File: config.mk
export PLATFORM = sky130hd
export DESIGN_NAME = rmb_cordic
export DESIGN_NICKNAME = d
export VERILOG_FILES = /design/src/rtl/core/rotation_matrix_builder_defines.svh /design/src/rtl/core/rmb_pkg.sv /design/src/rtl/core/rmb_cordic.sv
export SDC_FILE = /design/constraint.sdc
export NUM_CORES = 2
export LEC_CHECK = 0
export BUFFER_PORTS_ARGS = -buffer_cell sky130_fd_sc_hd__buf_4
export CAP_MARGIN = 20
export CORE_UTILIZATION = 25
export CTS_CLUSTER_DIAMETER = 100
export DETAILED_ROUTE_END_ITERATION = 16
export GPL_ROUTABILITY_DRIVEN = 1
export REMOVE_ABC_BUFFERS = 1
export SLEW_MARGIN = 20
export SYNTH_ARGS = -nofsm -noshare
export SYNTH_HDL_FRONTEND = slang
export SYNTH_SLANG_ARGS = --single-unit
File: constraint.sdc
create_clock -name clk -period 19.9 [get_ports clk]
set_input_delay 3.98 -clock clk [delete_from_list [all_inputs] [get_ports clk]]
set_output_delay 3.98 -clock clk [all_outputs]
set_load 0.02 [all_outputs]
File: src/rtl/core/rotation_matrix_builder_defines.svh
// Assertion macros for the rotation matrix builder.
// Used by rotation_matrix_builder.sv; needs clk and rst_n in scope.
`ifndef ROTATION_MATRIX_BUILDER_DEFINES_SVH
`define ROTATION_MATRIX_BUILDER_DEFINES_SVH
`ifndef SYNTHESIS
`define RMB_ASSERT_IMP(name, ante, cons) \
    name: assert property (@(posedge clk) disable iff (!rst_n) (ante) |-> (cons)) \
        else $error("rotation_matrix_builder: check failed");
`define RMB_ASSERT_NXT(name, ante, cons) \
    name: assert property (@(posedge clk) disable iff (!rst_n) (ante) |=> (cons)) \
        else $error("rotation_matrix_builder: check failed");
`else
`define RMB_ASSERT_IMP(name, ante, cons)
`define RMB_ASSERT_NXT(name, ante, cons)
`endif
`endif

File: src/rtl/core/rmb_pkg.sv
// Shared types, constants and tables for the rotation matrix builder.
// No dependencies.
package rmb_pkg;

    localparam int FRAC_BITS    = 14;
    localparam int CORDIC_STEPS = 16;
    localparam int CORDIC_LAT   = 6;
    localparam int NORM_LAT     = 27;
    localparam int QUARTER_TURN = 5760;
    localparam int TURN_BIAS    = 46080;
    localparam logic signed [33:0] CORDIC_GAIN = 34'sd652032874;

    typedef logic [1:0] func_t;
    localparam func_t FUNC_X   = 2'd0;
    localparam func_t FUNC_Y   = 2'd1;
    localparam func_t FUNC_Z   = 2'd2;
    localparam func_t FUNC_ANY = 2'd3;

    typedef struct packed {
        func_t              func;
        logic signed [15:0] angle;
        logic signed [15:0] axis_x;
        logic signed [15:0] axis_y;
        logic signed [15:0] axis_z;
    } in_t;

    typedef struct packed {
        logic signed [15:0] m00;
        logic signed [15:0] m01;
        logic signed [15:0] m02;
        logic signed [15:0] m10;
        logic signed [15:0] m11;
        logic signed [15:0] m12;
        logic signed [15:0] m20;
        logic signed [15:0] m21;
        logic signed [15:0] m22;
        logic               zero_axis_error;
    } out_t;

    function automatic logic signed [23:0] atan_step(input int i);
        logic signed [23:0] a;
        case (i)
            0:  a = 24'sd737280;
            1:  a = 24'sd435242;
            2:  a = 24'sd229970;
            3:  a = 24'sd116736;
            4:  a = 24'sd58595;
            5:  a = 24'sd29326;
            6:  a = 24'sd14667;
            7:  a = 24'sd7334;
            8:  a = 24'sd3667;
            9:  a = 24'sd1833;
            10: a = 24'sd917;
            11: a = 24'sd458;
            12: a = 24'sd229;
            13: a = 24'sd115;
            14: a = 24'sd57;
            15: a = 24'sd29;
            default: a = 24'sd0;
        endcase
        return a;
    endfunction

    function automatic logic signed [15:0] clamp_one(input logic signed [23:0] v);
        logic signed [23:0] one;
        one = 24'sd1 <<< FRAC_BITS;
        if (v > one)
            return 16'(one);
        else if (v < -one)
            return 16'(-one);
        return v[15:0];
    endfunction

endpackage

File: src/rtl/core/rmb_cordic.sv
// Pipelined sine/cosine: angle reduction, 16 CORDIC iterations, rounding.
// Depends on rmb_pkg.
module rmb_cordic
(
    input  logic               clk,
    input  logic               en,
    input  logic signed [15:0] angle,
    output logic signed [15:0] cos_q,
    output logic signed [15:0] sin_q
);

    localparam int PER_ST = 4;
    localparam int NUM_ST = rmb_pkg::CORDIC_STEPS / PER_ST;

    logic signed [33:0] x_reg [0:NUM_ST];
    logic signed [33:0] y_reg [0:NUM_ST];
    logic signed [23:0] z_reg [0:NUM_ST];
    logic [1:0]         quad_reg [0:NUM_ST];
    logic signed [15:0] cos_reg;
    logic signed [15:0] sin_reg;

    logic signed [17:0] biased;
    logic [16:0]        v;
    logic [3:0]         q16;
    logic [16:0]        r;

    always_comb
    begin
        biased = {{2{angle[15]}}, angle} + 18'(rmb_pkg::TURN_BIAS);
        v      = biased[16:0];
        q16    = '0;
        for (int k = 1; k <= 13; k++)
        begin
            if (v >= 17'(k * rmb_pkg::QUARTER_TURN))
                q16 = q16 + 4'd1;
        end
        r = v - 17'(q16) * 17'(rmb_pkg::QUARTER_TURN);
    end

    always_ff @(posedge clk)
    begin
        if (en)
        begin
            x_reg[0]    <= rmb_pkg::CORDIC_GAIN;
            y_reg[0]    <= '0;
            z_reg[0]    <= 24'({r[12:0], 8'b0});
            quad_reg[0] <= q16[1:0];
        end
    end

    for (genvar st = 0; st < NUM_ST; st++)
    begin : g_iter
        logic signed [33:0] x_next;
        logic signed [33:0] y_next;
        logic signed [23:0] z_next;

        always_comb
        begin
            logic signed [33:0] dx;
            logic signed [33:0] dy;
            x_next = x_reg[st];
            y_next = y_reg[st];
            z_next = z_reg[st];
            for (int k = 0; k < PER_ST; k++)
            begin
                dx = y_next >>> (st * PER_ST + k);
                dy = x_next >>> (st * PER_ST + k);
                if (z_next >= 0)
                begin
                    x_next = x_next - dx;
                    y_next = y_next + dy;
                    z_next = z_next - rmb_pkg::atan_step(st * PER_ST + k);
                end
                else
                begin
                    x_next = x_next + dx;
                    y_next = y_next - dy;
                    z_next = z_next + rmb_pkg::atan_step(st * PER_ST + k);
                end
            end
        end

        always_ff @(posedge clk)
        begin
            if (en)
            begin
                x_reg[st + 1]    <= x_next;
                y_reg[st + 1]    <= y_next;
                z_reg[st + 1]    <= z_next;
                quad_reg[st + 1] <= quad_reg[st];
            end
        end
    end

    logic signed [33:0] xr;
    logic signed [33:0] yr;
    logic signed [15:0] c0;
    logic signed [15:0] s0;
    logic signed [15:0] cos_next;
    logic signed [15:0] sin_next;

    always_comb
    begin
        xr = (x_reg[NUM_ST] + 34'sd32768) >>> 16;
        yr = (y_reg[NUM_ST] + 34'sd32768) >>> 16;
        c0 = rmb_pkg::clamp_one(xr[23:0]);
        s0 = rmb_pkg::clamp_one(yr[23:0]);
        case (quad_reg[NUM_ST])
            2'd0:    begin cos_next = c0;  sin_next = s0;  end
            2'd1:    begin cos_next = -s0; sin_next = c0;  end
            2'd2:    begin cos_next = -c0; sin_next = -s0; end
            default: begin cos_next = s0;  sin_next = -c0; end
        endcase
    end

    always_ff @(posedge clk)
    begin
        if (en)
        begin
            cos_reg <= cos_next;
            sin_reg <= sin_next;
        end
    end

    assign cos_q = cos_reg;
    assign sin_q = sin_reg;

endmodule

* Word-level counts from Yosys, hierarchy flattened *
Memories as Yosys holds them, arrays and structs flattened.
Cells that the tools add are included.

cells by class
  reductions and logical operators = 1
  multiplexer cells = 107
  eq/ne operators = 2
  multipliers = 1
  magnitude comparators = 33
  add/subtract/negate cells = 113

operators by type and width
  operator                                                                                number
  24-bit 2-to-1 mux                                                                       48
  34-bit 2-to-1 mux                                                                       32
  24-bit adder                                                                            16
  24-bit by 1-bit greater-or-equal comparator with 1-bit output (second input constant)   16
  24-bit subtractor                                                                       16
  17-bit by 16-bit greater-or-equal comparator with 1-bit output (second input constant)  6
  16-bit 2-to-1 mux                                                                       6
  16-bit one-hot mux with 3 select lines                                                  2
  34-bit by 17-bit adder with 34-bit output (second input constant)                       2
  34-bit by 19-bit adder with 34-bit output                                               2
  34-bit by 20-bit adder with 34-bit output                                               2
  34-bit by 21-bit adder with 34-bit output                                               2
  34-bit by 22-bit adder with 34-bit output                                               2
  34-bit by 23-bit adder with 34-bit output                                               2
  34-bit by 24-bit adder with 34-bit output                                               2
  34-bit by 25-bit adder with 34-bit output                                               2
  34-bit by 26-bit adder with 34-bit output                                               2
  34-bit by 27-bit adder with 34-bit output                                               2
  34-bit by 28-bit adder with 34-bit output                                               2
  34-bit by 29-bit adder with 34-bit output                                               2
  34-bit by 30-bit adder with 34-bit output                                               2
  34-bit by 31-bit adder with 34-bit output                                               2
  34-bit by 32-bit adder with 34-bit output                                               2
  34-bit by 33-bit adder with 34-bit output                                               2
  other kinds (33)                                                                        83

word-level totals
  input port bits = 18
  memory bits (writable) = 470
  output and inout port bits = 32
  memories = 4
  bits in registers = 32

memory list
  memory    depth  bits a word  rd ports  clocked after memory_dff  wr ports  RTL line          source
  x_reg     5      34           5         0                         5         rmb_cordic.sv:15  logic signed [33:0] x_reg [0:NUM_ST];
  y_reg     5      34           5         0                         5         rmb_cordic.sv:16  logic signed [33:0] y_reg [0:NUM_ST];
  z_reg     5      24           4         0                         5         rmb_cordic.sv:17  logic signed [23:0] z_reg [0:NUM_ST];
  quad_reg  5      2            5         0                         5         rmb_cordic.sv:18  logic [1:0] quad_reg [0:NUM_ST];

* Depth between registers and ports, before layout *
  depth in word-level cells = 29
  depth in mapped cells = 75

* Worst setup path before layout *
OpenSTA, ideal clock, no wires.

  kind = register to register
  start point = memory z_reg[2][23] (netlist: z_reg[0][71])
  end point = memory x_reg[3][33] (netlist: x_reg[0][135]), data pin
  path buffers = 9
  arrival time = 15.421 ns
  data required time = 19.632 ns
  library setup time = 0.268 ns
  cell stages (with the launch flop) = 73
  slack = 4.211 ns
  cells stage by stage = edfxtp_1 -> inv_1 -> ha_1 -> nor4b_1 -> nand4_1 -> o21a_1 -> clkbuf_1 -> inv_1 -> clkbuf_1 -> buf_1 -> ha_1 -> a211oi_1 -> o21ai_0 -> nand4_1 -> a31oi_1 -> a21oi_1 -> o21ai_0 -> a41o_1 -> (+37 left out) -> nor2_1 -> xnor2_1 -> ha_1 -> o21ai_0 -> a21boi_0 -> o21ai_0 -> a21boi_0 -> o21ai_0 -> a21boi_0 -> o31ai_1 -> a311oi_1 -> or3_1 -> a31o_2 -> a21oi_1 -> nand2b_1 -> a211oi_1 -> a31o_2 -> xnor3_1

RTL lines
  what                RTL line
  start: declaration  rmb_cordic.sv:17
  end: declaration    rmb_cordic.sv:15

==> metrics.txt <==
status=complete, no violations; post-synthesis sequential area ratio=13.1%; first-pass detailed-route iteration total=6; vias in the first global route=71,881; largest family of logic cells by synthesized area=compound AO/OA/AOI/OAI gates; final hold viol count=0; cts hold-fix bufs=0; Synth warnings=0; worst-case reg-to-reg path depth=65; CP Depth=65; reg2reg start=z_reg[0][50]$_DFFE_PP_; Die Span Y=577 um; slowest stage delay, CP=830 ps; WL final=244,000 um; area share of fa/ha/maj cells after synthesis=19.1%; Slew @ Worst Pin=1120 ps; Crit path max-delay family=compound AO/OA/AOI/OAI gates; Synth cell types=114; final setup fails=0; postcts setup bufs=0; CTS Sinks=360; largest net degree at the start of global routing=125; core box area=0.328 mm^2; Compound-Gate Fraction of Synth Area=27.4%; total CTS buffers=47; r2r endpoint=y_reg[0][135]$_DFFE_PP_; first-pass GRT wire length=389,000 um; final clock period utilization by the worst path=87.2%; Die X=577 um; Worst Setup SP=z_reg[0][50]$_DFFE_PP_; Die Area=0.332 mm^2; H-tree Lvls=2; fmax=57.6 MHz; number of nets with antenna violations after routing=0; max_cap viols=0; buffers and inverters on the worst path=9; WL met3=8460 um; Worst-path clk slew=60 ps; PnR worst setup slack=2550 ps; met2 WL post-DR=114,000 um; post-synthesis mux area share=1.90%; Root Buffer=clkbuf_16; Min-Delay Path Class=flip-flop to flip-flop; Synth-to-Final Area Change=8.53%; Max Slew Vio Count=0; Reg2Reg Setup Slack=2550 ps; Startpoint Class=flip-flop; gpl congestion=0.922; CP most frequent cell=o21ai_0; Syn Inst Count=10,664; Clk Latency, worst-skew pair=680 ps; critical path type=flip-flop to flip-flop; Main synth FF type=edfxtp_1; XOR/XNOR share of the synthesized area=16.1%; post-DP HPWL=205,000 um; Residual DRC=0; max FFs per register=120; Initial DRC Count=4,748; uppermost layer routed=met4; largest cells by area after synthesis=ha_1, edfxtp_1, xnor2_1, a21oi_1, xor2_1; Buffers on Ports=49; Yosys top cell area share=18.3%; Vias/cell=5.13; largest area contributor in the netlist=ha_1; max_slew headroom=24.6%; CP max stage cell=inv_1; number of flops mapped to enable cells by yosys=360; Cell Area, Synth=0.0825 mm^2; CTS tree=yes; Mean Syn Cell Area=7.74 um^2; CP Data Required Time=20,380 ps; average wire per standard cell=16.3 um; setup_tns=0 ps; most frequent cells after synthesis=ha_1, xnor2_1, nor2_1, a21oi_1, o21ai_0; flops & latches, synth=360; CP max FO=60; CP Capture Type=flip-flop; GRT Util Overall=14.2%; Simple-Gate Fraction of Synth Area=18.7%; FP Rows=210; Overflow after GRT=0; post-CTS sizing=0; async set-or-reset flop fraction in the synthesized netlist=0%; crit path capture=y_reg[0][135]$_DFFE_PP_; met1 WL=112,000 um; vias post-DR=76,823; share of layout cells above drive strength 1=4.24%; Tmin final=17,350 ps; I/O pin total=50; CTS Buffer Depth=3; initial antenna violation count=0; clk_skew=50.6 ps; crit path DAT=17,830 ps; most common cell in the netlist=ha_1; Initial Utilization=25.2%; Nets=11,842; RSZ-0062 raised after global routing=false; Placement Setup Slack=2590 ps
[metal layers]
| layer | global-route usage [%] | vias up |
|---|---|---|
| met5 | 0 | - |
| met4 | 5.17 | 0 |
| met3 | 1.01 | 325 |
| met2 | 24.7 | 1618 |
| met1 | 18.2 | 35687 |
| li1 | - | 39193 |
[metrics by stage]
step / instances / utilization [%] / hold slack (ps) / instance area, um^2
2_1_floorplan: 10432 / - / 400 / 81600
3_3_place_gp: 14881 / 26.8 / 406 / 87900
3_5_place_dp: 14881 / 26.8 / 405 / 87900
4_1_cts: 14966 / 27.3 / 419 / 89600
5_1_grt: 14968 / 27.3 / 439 / 89600
6_report: 14971 / 27.3 / 418 / 89600
[cells in the final DEF (no fill, tap or decap), types with 39 or more instances in the layout]
cell,instances
ha_1,1206
xnor2_1,977
nor2_1,969
a21oi_1,947
o21ai_0,742
nand2_1,679
inv_1,564
xor2_1,505
a21o_1,363
edfxtp_1,360
nor3_1,259
o21a_1,246
nand3_1,196
nand2b_1,172
nor2b_1,163
o31ai_1,141
o21bai_1,120
a31oi_1,111
or3_1,110
and3_1,106
a211oi_1,105
buf_4,101
a21boi_0,96
or2_2,90
and2_1,85
o211ai_1,76
nand4_1,67
o41ai_1,59
nor4_1,59
or4_1,58
mux2_2,57
mux2i_1,52
clkbuf_16,48
o31a_1,39
[cell families (layout without fill, tap and decap cells)]
family | count (synthesis) | count (layout)
xor gates and xnor gates | 1497 | 1497
other | 0 | 3
buffers and inverters | 807 | 765
muxes | 128 | 128
AOI/OAI and AO/OA | 3481 | 3481
adders and majority gates | 1238 | 1238
and+or+nand+nor | 3153 | 3153
DFF | 360 | 360
[area by class of cell]
class / count / area (um^2)
antenna: 3 / 7.51
clock buffer: 54 / 1220
clock inverter: 31 / 385
fill: 35778 / 238000
inverter: 575 / 2160
multi-input combinational: 9497 / 68700
sequential: 360 / 10800
tap: 4346 / 5440
timing repair buffer: 105 / 803
[how the worst min path moves through the flow]
stage,start,to,slack (ps),cells after the start
2_1_floorplan,quad_reg[0][0]$_DFFE_PP_,quad_reg[0][2]$_DFFE_PP_,400,0
3_3_place_gp,quad_reg[0][2]$_DFFE_PP_,quad_reg[0][4]$_DFFE_PP_,410,0
3_5_place_dp,quad_reg[0][5]$_DFFE_PP_,quad_reg[0][7]$_DFFE_PP_,410,0
4_1_cts,quad_reg[0][5]$_DFFE_PP_,quad_reg[0][7]$_DFFE_PP_,420,0
5_1_grt,quad_reg[0][3]$_DFFE_PP_,quad_reg[0][5]$_DFFE_PP_,440,0
6_report,quad_reg[0][5]$_DFFE_PP_,quad_reg[0][7]$_DFFE_PP_,420,0
Power is left out: the tool's default activity adds up to more than one toggle a clock period on the data nets, which glitch-free logic cannot reach.
